<file path="config.mk">
export PLATFORM = sky130hd
export DESIGN_NAME = svme_ctrl
export DESIGN_NICKNAME = d
export VERILOG_FILES = /design/src/rtl/core/svme_pkg.sv /design/src/rtl/core/svme_ctrl.sv
export SDC_FILE = /design/constraint.sdc
export NUM_CORES = 1
export LEC_CHECK = 0
export ABC_AREA = 1
export BUFFER_PORTS_ARGS = -buffer_cell sky130_fd_sc_hd__buf_4
export CAP_MARGIN = 10
export CORE_AREA = 5 5 42 44
export CTS_CLUSTER_SIZE = 28
export DETAILED_ROUTE_END_ITERATION = 8
export DIE_AREA = 0 0 47 49
export GPL_TIMING_DRIVEN = 0
export PLACE_DENSITY = 0.5
export SLEW_MARGIN = 20
export SYNTH_ARGS = -nofsm -noshare
export SYNTH_HDL_FRONTEND = slang
export SYNTH_SLANG_ARGS = --single-unit
export TNS_END_PERCENT = 50
</file>
<file path="constraint.sdc">
create_clock -name clk_i -period 1.5 [get_ports clk_i]
set_input_delay 0 -clock clk_i [delete_from_list [all_inputs] [get_ports clk_i]]
set_output_delay 0 -clock clk_i [all_outputs]
set_load 0.02 [all_outputs]
</file>
<file path="src/rtl/core/svme_pkg.sv">
`timescale 1ns / 1ps
// ----------------------------------------------------------------------------
// svme_pkg
// Shared types, field widths and helpers of the sparse vector merge engine.
// ----------------------------------------------------------------------------
package svme_pkg;

  localparam int unsigned IdxW  = 20;  // index field width
  localparam int unsigned ValW  = 32;  // Q16.16 value width
  localparam int unsigned WideW = 56;  // wide accumulator width

  // mode register codes
  localparam logic [1:0] ModeDot  = 2'd0;
  localparam logic [1:0] ModeAxpy = 2'd1;
  localparam logic [1:0] ModeNorm = 2'd2;

  // register indexes
  localparam logic RegMode  = 1'b0;
  localparam logic RegScale = 1'b1;

  // controller to datapath
  typedef struct packed {
    logic load;   // input request accepted
    logic read;   // read both stores at the pointers
    logic mul;    // register the product
    logic step;   // commit one merge step
  } cmd_t;

  // datapath to controller
  typedef struct packed {
    logic run_pending;  // both vectors closed
    logic emit;         // this step produces a result
    logic done;         // this step ends the run
    logic out_free;     // output register can take a result
  } status_t;

  // clamp a wide signed value to Q16.16, flag in the top bit
  function automatic logic [ValW:0] sat_q16(input logic signed [WideW-1:0] v);
    logic [ValW:0] r;
    if (v > WideW'(signed'(33'sh0_7FFF_FFFF))) begin
      r = {1'b1, 32'h7FFF_FFFF};
    end else if (v < WideW'(signed'(33'sh1_8000_0000))) begin
      r = {1'b1, 32'h8000_0000};
    end else begin
      r = {1'b0, v[ValW-1:0]};
    end
    return r;
  endfunction

endpackage

</file>
<file path="src/rtl/core/svme_ctrl.sv">
`timescale 1ns / 1ps
// ----------------------------------------------------------------------------
// svme_ctrl
// Sequencer: loads entries, then walks the merge read/multiply/step.
// ----------------------------------------------------------------------------
module svme_ctrl (
  input  logic              clk_i,
  input  logic              rst_ni,
  input  logic              in_valid_i,
  output logic              in_ready_o,
  input  svme_pkg::status_t status_i,
  output svme_pkg::cmd_t    cmd_o
);

  typedef enum logic [3:0] {
    S_LOAD = 4'b0001,
    S_READ = 4'b0010,
    S_MUL  = 4'b0100,
    S_EVAL = 4'b1000
  } state_e;

  state_e state_q, state_d;

  // commands
  always_comb begin
    cmd_o      = '0;
    in_ready_o = (state_q == S_LOAD) && !status_i.run_pending;
    cmd_o.load = in_ready_o && in_valid_i;
    cmd_o.read = (state_q == S_READ);
    cmd_o.mul  = (state_q == S_MUL);
    cmd_o.step = (state_q == S_EVAL) && (!status_i.emit || status_i.out_free);
  end

  // next state
  always_comb begin
    state_d = state_q;
    case (state_q)
      S_LOAD: if (status_i.run_pending) state_d = S_READ;
      S_READ: state_d = S_MUL;
      S_MUL:  state_d = S_EVAL;
      S_EVAL: begin
        if (cmd_o.step) state_d = status_i.done ? S_LOAD : S_READ;
      end
      default: state_d = S_LOAD;
    endcase
  end

  always_ff @(posedge clk_i or negedge rst_ni) begin
    if (!rst_ni) begin
      state_q <= S_LOAD;
    end else begin
      state_q <= state_d;
    end
  end

endmodule

</file>
* Yosys cells after proc, flatten, opt, wreduce, memory -nomap -nowiden
Index checks and enable logic that the tools add are counted.
** Storage, ports and cells
- Word-level logic and storage cells :: 18
- Output and inout bits :: 5
- Input port bits :: 7
- Bits in registers :: 4
** Cells by class
- Reductions and logical operators :: 7
- Eq/ne operators :: 6
- Multiplexer cells :: 4
** Operators by type and width (number)
- $pmux W4 S4 :: 1
- $mux W4 :: 2
- $eq A4 B1 Y1 const B :: 1
- $eq A4 B2 Y1 const B :: 1
- $eq A4 B3 Y1 const B :: 1
- $eq A4 B4 Y1 const B :: 1
- $ne A2 B2 Y1 const B :: 2
- $logic_and A1 B1 Y1 :: 3
- $logic_not A1 Y1 :: 2
- $mux W2 :: 1
- $reduce_and A2 Y1 :: 1
- $logic_or A1 B1 Y1 :: 1

* Depth between registers and ports, before layout
Gate-level depths: netlist of the first run.
- Depth after elaboration :: 5
- Depth in mapped cells :: 8
- Depth with buffers taken out :: 8

* Worst setup path after synthesis of the first run
OpenSTA, ideal clock, no wires.
- Path type :: reg-to-reg
- From :: reg state_q[3]
- To :: reg state_q[0]
- Data required time :: 1424 ps
- Library setup time :: 76 ps
- Period minus slack after synthesis :: 1168 ps
- Buffers on the path :: 0
- Setup slack :: 332 ps
- Stages on the path, launching flop included :: 9
- Data arrival time :: 1091 ps
- Cell sequence :: dfrtp_1 > inv_2 > nand2_1 > nor2_1 > nor2_1 > nand2_1 > nand2_1 > nand2_1 > nand2_1
** RTL lines
- start: declaration :: RTL line svme_ctrl.sv:22 : state_e state_q, state_d;
- start signal: assignment :: RTL line svme_ctrl.sv:52 : state_q <= state_d;

==> results of run 1 <==
[how the worst max path moves through the flow]
stage	start	endpoint	slack, ps	cells past startpoint
6_report	state_q[0]	cmd_o[3]	210	5
5_1_grt	state_q[0]	cmd_o[3]	100	5
4_1_cts	state_q[0]	cmd_o[3]	180	5
3_3_place_gp	state_q[0]	state_q[0]	380	7
2_1_floorplan	state_q[3]	state_q[0]	330	8
3_5_place_dp	state_q[0]	state_q[0]	380	7
[final cells by class]
| class | count | area share |
|---|---|---|
| multi-input cells | 26 | 0.320 |
| inverters | 11 | 0.0997 |
| well taps | 16 | 0.0483 |
| clock buffers | 4 | 0.0634 |
| repair buffers | 12 | 0.224 |
| flip-flops and latches | 4 | 0.245 |
[power by group through the flow]
stage	clock network, mW	logic [mW]	registers (mW)
floorplan	0	0.306	0.187
global placement	0	0.406	0.191
detailed placement	0	0.407	0.191
CTS	0.163	0.411	0.191
global route	0.166	0.460	0.197
finish	0.153	0.400	0.189
[synth_stat cells]
master,n
o21ai_0,1
nor2_1,7
nand2_1,8
inv_2,4
o22ai_2,1
nand3_1,1
inv_1,7
a21oi_1,1
dfrtp_1,3
dfstp_2,1
nor2_4,1
nor2_2,1
nand2_2,5
[layer usage]
metal  share of wire  wire [um]  vias to the layer above
met5               0          0                        -
met4           0.040         25                        0
met2            0.42        262                       11
met3            0.13         78                        5
met1            0.41        251                      108
li1                -          -                      148
[critical path: stages, from the launching register on]
cell and delay [ps]:
dfstp_2 530, nand2_2 70, nor2_2 140, nand2_2 90
nor2_1 90, buf_4 140
[logic make-up (layout without fill, tap and decap cells)]
family | count (synthesis) | in the layout
DFF | 4 | 4
buffers and inverters | 11 | 27
AOI/OAI and AO/OA | 3 | 3
and+or+nand+nor | 23 | 23
[metrics by stage]
stage	utilization	instance area (um2)	power (mW)	worst slack (ps)	hold WS, ps
floorplan	-	275	0.493	332	-296
detailed placement	0.270	378	0.599	383	-202
CTS	0.296	414	0.765	182	7.33
finish	0.296	414	0.742	210	12.5
global placement	0.270	378	0.597	381	-202
global route	0.296	414	0.823	104	41.9
==> results by group, run 1 <==
Clock network
  – PostCTS Resize Cnt: 0
  – Clk pin slew, worst setup/hold paths: ~30 ps
  – TritonCTS sink count: 4
  – Clk Latency, worst-skew pair: 250 ps
  – Post-CTS setup buffers: 0
  – CTS tree: built
  – Root Driver: clkbuf_4
  – Post-cts hold buffer count: 1
  – Total CTS buffers: 3
  – Max H-tree Level: 1
  – CTS Buffer Depth: 2

Cells and area
  – P&R area growth vs syn: 50.5%
  – Most frequent cells in the layout: buf_4 (11), nand2_1 (8), nor2_1 (7), inv_1 (7), nand2_2 (5)
  – Post-layout net count: 65
  – ANT cells: 0
  – Top reg by flops: state_q
  – Fillers: 173
  – FF+latch area: 101 um2
  – Commonest non-fill, non-tap cell in the layout: buf_4
  – Number of flip-flops in the largest register: 4
  – Final Non-Filler Cells: 73
  – Area occupied by multi-input gates: approximately 130 um2
  – Largest regs: state_q x4
  – Share of cells above drive strength 1: 0.474

Logic synthesis
  – Synth Area in Adders: 0
  – Post-Syn Nets: 48
  – Ys Warns: 0
  – Largest family of logic cells by synthesized area: simple AND/OR/NAND/NOR gates
  – Cell Area, Synth: roughly 280 um2
  – Distinct cells, synth: 13
  – Xor/xnor share of the synthesized area: 0
  – Synth Register Bits: 4
  – Area leader, netlist: dfrtp_1
  – Average cell area after synthesis: between 6 and 7 um2
  – Synth top area cells: dfrtp_1 (27%), nand2_2 (11%), nand2_1 (11%), dfstp_2 (9.5%), inv_1 (9.5%)
  – Share of the synthesized area in the top cell type: 0.273
  – Simple-gate portion of the synthesized area: 0.400
  – Post-synthesis mux area share: 0
  – Sequential area share after synthesis: 0.368
  – Synth Area in Compound Gates: 0.0818
  – Post-Syn Instances: a little over 40

GRT
  – First-pass GRT wire length: 1050 um
  – Gr busiest metal: met2
  – Initial antenna violation count: 0
  – Residual overflow from global routing: 0
  – Grt met1 use: 0.0732
  – Vias in the first global route: 272
  – Largest net degree at the start of global routing: 5
  – GR Util met2: 0.0905
  – Met3 global-route usage: 0.0664
  – Gr usage total: 0.0727

Timing
  – Worst Clk Skew: between 10 and 15 ps
  – Fin. max-slew vios: 0
  – Final hold vios: 0
  – Crit path time final: between 1000 and 1500 ps
  – Relative slew slack: 0.884
  – Setup TNS: 0 ps
  – Fin crit share: 0.860
  – Setup repair after global routing missed its margin: false
  – Fmax: roughly 0.78 GHz
  – # setup viols final: 0
  – Worst slew pin tran: between 150 and 200 ps

Min path
  – Min-Delay Path Class: in2reg
  – Worst hold path stage count: 4
  – Worst hold endpoint: state_q[0]
  – Min-delay src: status_i[3]

Die
  – Core area: ~1400 um2
  – Die Height: 49 um
  – Core Rows: 14
  – Full die area: between 2000 and 2500 um2
  – Die W: around 47 um
  – IO Count: 12
  – Starting density of the core: 0.196

Power and ir drop
  – P per Cell Area: ~1800 nW/um2
  – Switching Fraction: 0.432
  – Combinational Power Share: 0.539
  – VDD IR max: 0.612 mV
  – Flop pwr share: 0.255
  – Pleak: approximately 0.23 nW
  – Share of total power in the clock network: 0.206
  – Internal power: between 400 and 500 uW
  – NetSw: between 300 and 400 uW

Worst setup path
  – Crit path required time: ~1500 ps
  – R2R cell count: 7
  – Reg-to-Reg Start: state_q[0]
  – Arr. time, crit path: about 1300 ps
  – Internal reg-to-reg setup slack: 390 ps
  – R2R Path End: state_q[0]
  – Kind of critical path: reg2out
  – CP endpoint kind: primary output
  – Nature of the critical path startpoint: flip-flop
  – CP max FO: 4

Placed design
  – Final GP Congestion: approximately 0.63
  – Detail Placement HPWL: 484 um
  – Port Buffers: 11
  – # placed instances: between 60 and 70

Drt
  – Initial DRC count: 0
  – Wire per inst: about 8.5 um
  – DR vias: between 200 and 300
  – Final wirelength: 618 um
  – DRT Pass-1 Iters: 1
  – Vias per cell: ~3.7
  – Final ANT Viol Nets: 0
  – DRC viols: 0

Run
  – Max-cap check violation count: 0

Run status
  – Outcome: completed
Note: power is estimated with default switching activity, not from simulation.
==> inputs of run 2 (changes only) <==
CELL_PAD_IN_SITES_DETAIL_PLACEMENT = 0   (was not set)
CELL_PAD_IN_SITES_GLOBAL_PLACEMENT = 1   (was not set)
CTS_BUF_LIST = sky130_fd_sc_hd__clkbuf_4 sky130_fd_sc_hd__clkbuf_8   (was not set)
PLACE_DENSITY = 0.65   (was 0.5)
==> results by group, run 2 (synthesis gave the netlist of run 1 again) <==
Die
  – Die W: 47 um (unchanged)
  – Core area: 1400 um2 (unchanged)
  – IO Count: 12 (unchanged)
  – Core Rows: 14 (unchanged)
  – Full die area: 2300 um2 (unchanged)
  – Starting density of the core: 0.196 (unchanged)
  – Die Height: 49 um (unchanged)

Cells and area
  – Most frequent cells in the layout: buf_4 (11), nand2_1 (8), nor2_1 (7), inv_1 (7), nand2_2 (5)
  – Number of flip-flops in the largest register: 4 (unchanged)
  – Finished Cell Area: 418 um2 (+0.91%)
  – Top reg by flops: state_q
  – P&R area growth vs syn: 51.8%
  – Area occupied by multi-input gates: 133 um2 (unchanged)
  – ANT cells: 0 (unchanged)
  – FF+latch area: 101 um2 (unchanged)
  – Post-layout net count: 65 (unchanged)
  – Largest regs: state_q x4
  – Fillers: 170 (-1.7%)
  – Commonest non-fill, non-tap cell in the layout: buf_4
  – Share of cells above drive strength 1: 0.491 (+0.0175)

Clock network
  – Total CTS buffers: 3 (unchanged)
  – Max H-tree Level: 1 (unchanged)
  – CTS Buffer Depth: 2 (unchanged)
  – TritonCTS sink count: 4 (unchanged)
  – Post-CTS setup buffers: 0 (unchanged)
  – PostCTS Resize Cnt: 0 (unchanged)
  – CTS tree: built
  – Clk pin slew, worst setup/hold paths: 30 ps (about the same)
  – Root Driver: clkbuf_4
  – Clk Latency, worst-skew pair: 240 ps (about the same)

Placed design
  – Dpl ws: 371 ps (-11.8 ps)
  – DP Area: 378 um2 (unchanged)
  – Port Buffers: 11 (unchanged)
  – Detail Placement HPWL: 523 um (+8.1%)
  – Final GP Congestion: 0.725 (+15%)

GRT
  – Initial antenna violation count: 0 (unchanged)
  – Vias in the first global route: 270 (-0.74%)
  – Largest net degree at the start of global routing: 5 (unchanged)
  – Gr usage total: 0.0621 (-0.0106)
  – First-pass GRT wire length: 1010 um (-3.2%)
  – Residual overflow from global routing: 0 (unchanged)

Timing
  – # setup viols final: 0 (unchanged)
  – Setup TNS: 0 ps (unchanged)
  – WHS: 34.8 ps (+22.2 ps)
  – Fmax: 0.777 GHz (+0.24%)
  – Final worst setup slack: 213 ps (+3.12 ps)
  – Final hold vios: 0 (unchanged)
  – Crit path time final: 1290 ps (-3.12 ps)
  – Fin crit share: 0.858 (-0.00208)
  – Worst slew pin tran: 148 ps (-24.2 ps)
  – Fin. max-slew vios: 0 (unchanged)
  – Worst Clk Skew: 8.41 ps (-2.03 ps)
  – Relative slew slack: 0.900 (+0.0163)
  – Setup repair after global routing missed its margin: false

Min path
  – Min-Delay Path Class: in2reg
  – Min-delay src: status_i[3]
  – Worst hold endpoint: state_q[0]
  – Worst hold path stage count: 4 (unchanged)

Worst setup path
  – R2R Path End: state_q[0]
  – CP max FO: 4 (unchanged)
  – Critical Path Source: state_q[0]
  – CP endpoint kind: primary output
  – R2R cell count: 7 (unchanged)
  – Nature of the critical path startpoint: flip-flop
  – Crit path required time: 1500 ps (about the same)
  – Arr. time, crit path: 1290 ps (about the same)
  – Internal reg-to-reg setup slack: 380 ps (about the same)
  – Reg-to-Reg Start: state_q[0]
  – Kind of critical path: reg2out

Power and ir drop
  – P per Cell Area: 1820 nW/um2 (+1.5%)
  – VDD IR max: 0.888 mV (+45%)
  – Tot Pwr: 760 uW (+2.4%)
  – Pleak: 0.233 nW (+1.5%)

Drt
  – DR vias: 272 (unchanged)
  – Vias per cell: 3.73 (unchanged)
  – Final wirelength: 606 um (-1.9%)
  – DRT Pass-1 Iters: 1 (unchanged)
  – DRC viols: 0 (unchanged)
  – Wire per inst: 8.30 um (-1.9%)
  – Initial DRC count: 0 (unchanged)
  – Final ANT Viol Nets: 0 (unchanged)

Run
  – Max-cap check violation count: 0 (unchanged)

Run status
  – Outcome: completed
==> run 2: what timing repair did <==
item	4_1_cts	5_1_grt
setup endpoints to repair	0	0
hold endpoints to repair	4	0
hold buffers	1	0
==> run 2: worst max-delay path: stages, from the launching register on <==
cell	delay (ps)
dfstp_2	530
nand2_2	70
nor2_2	130
nand2_2	90
nor2_1	90
buf_4	140
==> run 2: worst max path at each step <==
| stage | to | slack [ps] | cells after the start |
|---|---|---|---|
| finish | cmd_o[3] | 210 | 5 |
| global route | cmd_o[3] | 120 | 5 |
| CTS | cmd_o[3] | 190 | 5 |
| detailed placement | state_q[0] | 370 | 7 |
| global placement | state_q[0] | 370 | 7 |
| floorplan | state_q[0] | 330 | 8 |
==> run 2: power by group <==
| group | internal (mW) | switching (mW) | total (mW) | leakage, nW |
|---|---|---|---|---|
| Combinational | 0.160 | 0.247 | 0.407 | 0.164 |
| Clock | 0.118 | 0.0457 | 0.164 | 0.0184 |
| Sequential | 0.161 | 0.0284 | 0.190 | 0.0506 |
| Total | 0.439 | 0.321 | 0.760 | 0.233 |
==> run 2: area by class of cell <==
cell class / instances / area share
timing repair buffer: 12 / 0.222
clock buffer: 4 / 0.0719
tap: 16 / 0.0479
sequential: 4 / 0.243
inverter: 11 / 0.0988
multi-input combinational: 26 / 0.317
==> run 2: per-layer routing <==
layer	global-route usage	part of all wire	vias up	routed length, um
met5	0	0	-	0
met4	0	0	0	0
met3	0.0701	0.14	0	86
met2	0.0860	0.45	12	274
met1	0.0687	0.40	110	245
li1	-	-	150	-
==> run 2: per-stage QoR <==
stage,utilization,cells
4_1_cts,0.298,73
5_1_grt,0.298,73
3_5_place_dp,0.270,68
3_3_place_gp,0.270,68
6_report,0.298,73
2_1_floorplan,-,41
==> inputs of run 3 (changes only) <==
CELL_PAD_IN_SITES_DETAIL_PLACEMENT = 2   (was 0)
CELL_PAD_IN_SITES_GLOBAL_PLACEMENT = 2   (was 1)
PLACE_DENSITY = 0.79   (was 0.65)
SKIP_LAST_GASP = 1   (was not set)
==> results by group, run 3 (synthesis gave the netlist of run 1 again) <==
Run status
  – Outcome: completed

GRT
  – Gr usage total: 0.0924 (+0.0303)
  – Vias in the first global route: 334 (+24%)
  – Initial antenna violation count: 0 (unchanged)
  – Residual overflow from global routing: 0 (unchanged)
  – First-pass GRT wire length: 1460 um (+43%)
  – Largest net degree at the start of global routing: 5 (unchanged)

Cells and area
  – FF+latch area: 101 um2 (unchanged)
  – Most frequent cells in the layout: buf_4 (11), nand2_1 (8), nor2_1 (7), inv_1 (7), nand2_2 (5)
  – Post-layout net count: 65 (unchanged)
  – Top reg by flops: state_q
  – Largest regs: state_q x4
  – ANT cells: 0 (unchanged)
  – Number of flip-flops in the largest register: 4 (unchanged)
  – Share of cells above drive strength 1: 0.491 (unchanged)
  – Final core occ: 0.298 (unchanged)
  – P&R area growth vs syn: 51.8% (unchanged)
  – Commonest non-fill, non-tap cell in the layout: buf_4
  – Finished Cell Area: 418 um2 (unchanged)
  – Fillers: 185 (+8.8%)
  – Area occupied by multi-input gates: 133 um2 (unchanged)

Worst setup path
  – Crit path required time: 1500 ps (about the same)
  – Slowest stage cell, crit path: dfstp_2
  – CP max FO: 4 (unchanged)
  – Arr. time, crit path: 1350 ps (+60 ps)
  – Most frequent CP cell: nand2_2
  – CP max stage delay: 540 ps (about the same)
  – CP cell instances: nand2_2 -> nor2_2 -> nand2_2 -> nor2_1 -> buf_4
  – Nature of the critical path startpoint: flip-flop
  – Kind of critical path: reg2out
  – Reg-to-Reg Start: state_q[0]
  – Critical Path Source: state_q[0]
  – CP endpoint kind: primary output

Die
  – Core Rows: 14 (unchanged)
  – IO Count: 12 (unchanged)
  – Core area: 1400 um2 (unchanged)
  – Die W: 47 um (unchanged)
  – Full die area: 2300 um2 (unchanged)
  – Starting density of the core: 0.196 (unchanged)
  – Die Height: 49 um (unchanged)

Drt
  – DRC viols: 0 (unchanged)
  – Wire per inst: 11.9 um (+44%)
  – Final ANT Viol Nets: 0 (unchanged)
  – Final wirelength: 871 um (+44%)
  – Top layer used by detailed routing: met3
  – Metal2 WL: 468 um (+71%)
  – Initial DRC count: 0 (unchanged)
  – DR vias: 297 (+9.2%)
  – DRT Pass-1 Iters: 1 (unchanged)
  – Vias per cell: 4.07 (+9.2%)
  – WL met3: 51 um (-41%)
  – Metal-1 WL: 352 um (+44%)

Timing
  – Fin. max-slew vios: 0 (unchanged)
  – Crit path time final: 1350 ps (+60.5 ps)
  – # setup viols final: 0 (unchanged)
  – Setup repair after global routing missed its margin: false
  – Setup TNS: 0 ps (unchanged)
  – Worst slew pin tran: 180 ps (+32.1 ps)
  – Worst Clk Skew: 2.27 ps (-6.15 ps)
  – Fin crit share: 0.898 (+0.0403)
  – Relative slew slack: 0.879 (-0.0208)
  – Final hold vios: 0 (unchanged)
  – Fmax: 0.742 GHz (-4.5%)

Clock network
  – Clk Latency, worst-skew pair: 240 ps (about the same)
  – PostCTS Resize Cnt: 0 (unchanged)
  – Clk pin slew, worst setup/hold paths: 50 ps (+20 ps)
  – CTS tree: built
  – TritonCTS sink count: 4 (unchanged)
  – Total CTS buffers: 3 (unchanged)
  – Max H-tree Level: 1 (unchanged)
  – CTS Buffer Depth: 2 (unchanged)
  – Root Driver: clkbuf_4

Placed design
  – Detail Placement HPWL: 718 um (+37%)
  – DP Area: 378 um2 (unchanged)
  – Port Buffers: 11 (unchanged)
  – Final GP Congestion: 0.700 (-3.6%)

Power and ir drop
  – Tot Pwr: 792 uW (+4.1%)
  – Pleak: 0.233 nW (unchanged)
  – P per Cell Area: 1890 nW/um2 (+4.1%)
  – VDD IR max: 0.527 mV (-41%)

Min path
  – Min-Delay Path Class: in2reg
  – Min-delay src: status_i[1]

Run
  – Max-cap check violation count: 0 (unchanged)
run 3: cell counts in the layout (fill, tap and decap cells not counted):
Identical to the previous run, type by type.
run 3: cell type report:
cell class,instances,share of cell area
clock buffer,4,0.0719
inverter,11,0.0988
multi-input combinational,26,0.317
sequential,4,0.243
tap,16,0.0479
timing repair buffer,12,0.222
run 3: worst max-delay path: cells and delay by family, from the launching register on:
family                 cells  cell delay [ps]
AND/OR/NAND/NOR            4              410
buffers and inverters      1              150
flip-flops                 1              540
run 3: where the power goes:
group	switching, mW	total, mW	internal [mW]	leakage, nW
Clock	0.0560	0.175	0.119	0.0184
Combinational	0.264	0.424	0.160	0.164
Sequential	0.0315	0.193	0.161	0.0506
Total	0.352	0.792	0.440	0.233
run 3: layer usage:
| layer | global-route usage | vias to the layer above |
|---|---|---|
| met4 | 0.0553 | 0 |
| met1 | 0.102 | 140 |
| met2 | 0.145 | 8 |
| li1 | - | 149 |
| met3 | 0.0332 | 0 |
| met5 | 0 | - |
run 3: final timing paths:
path | to | slack (ps) | cells past startpoint
worst max-delay path | cmd_o[3] | 150 | 5
worst min-delay path | state_q[1] | 30 | 4
worst max register to register | state_q[0] | 330 | 7
worst min register to register | state_q[2] | 570 | 2
max in group asynchronous | state_q[0] | 1210 | 2
min in group asynchronous | state_q[1] | 100 | 2
run 3: stage by stage:
stage / worst slack [ps] / std cells / hold WS (ps)
after CTS: 130 / 73 / 25.2
final: 152 / 73 / 34.1
after detailed placement: 329 / 68 / -199
after floorplan: 332 / 41 / -296
after global routing: 53.4 / 73 / 38.6
after global placement: 358 / 68 / -203
run 3: timing repair:
action                                 CTS  global route
endpoints found under the hold margin    4             0
hold buffers                             1             0
buffers inserted                         0             0
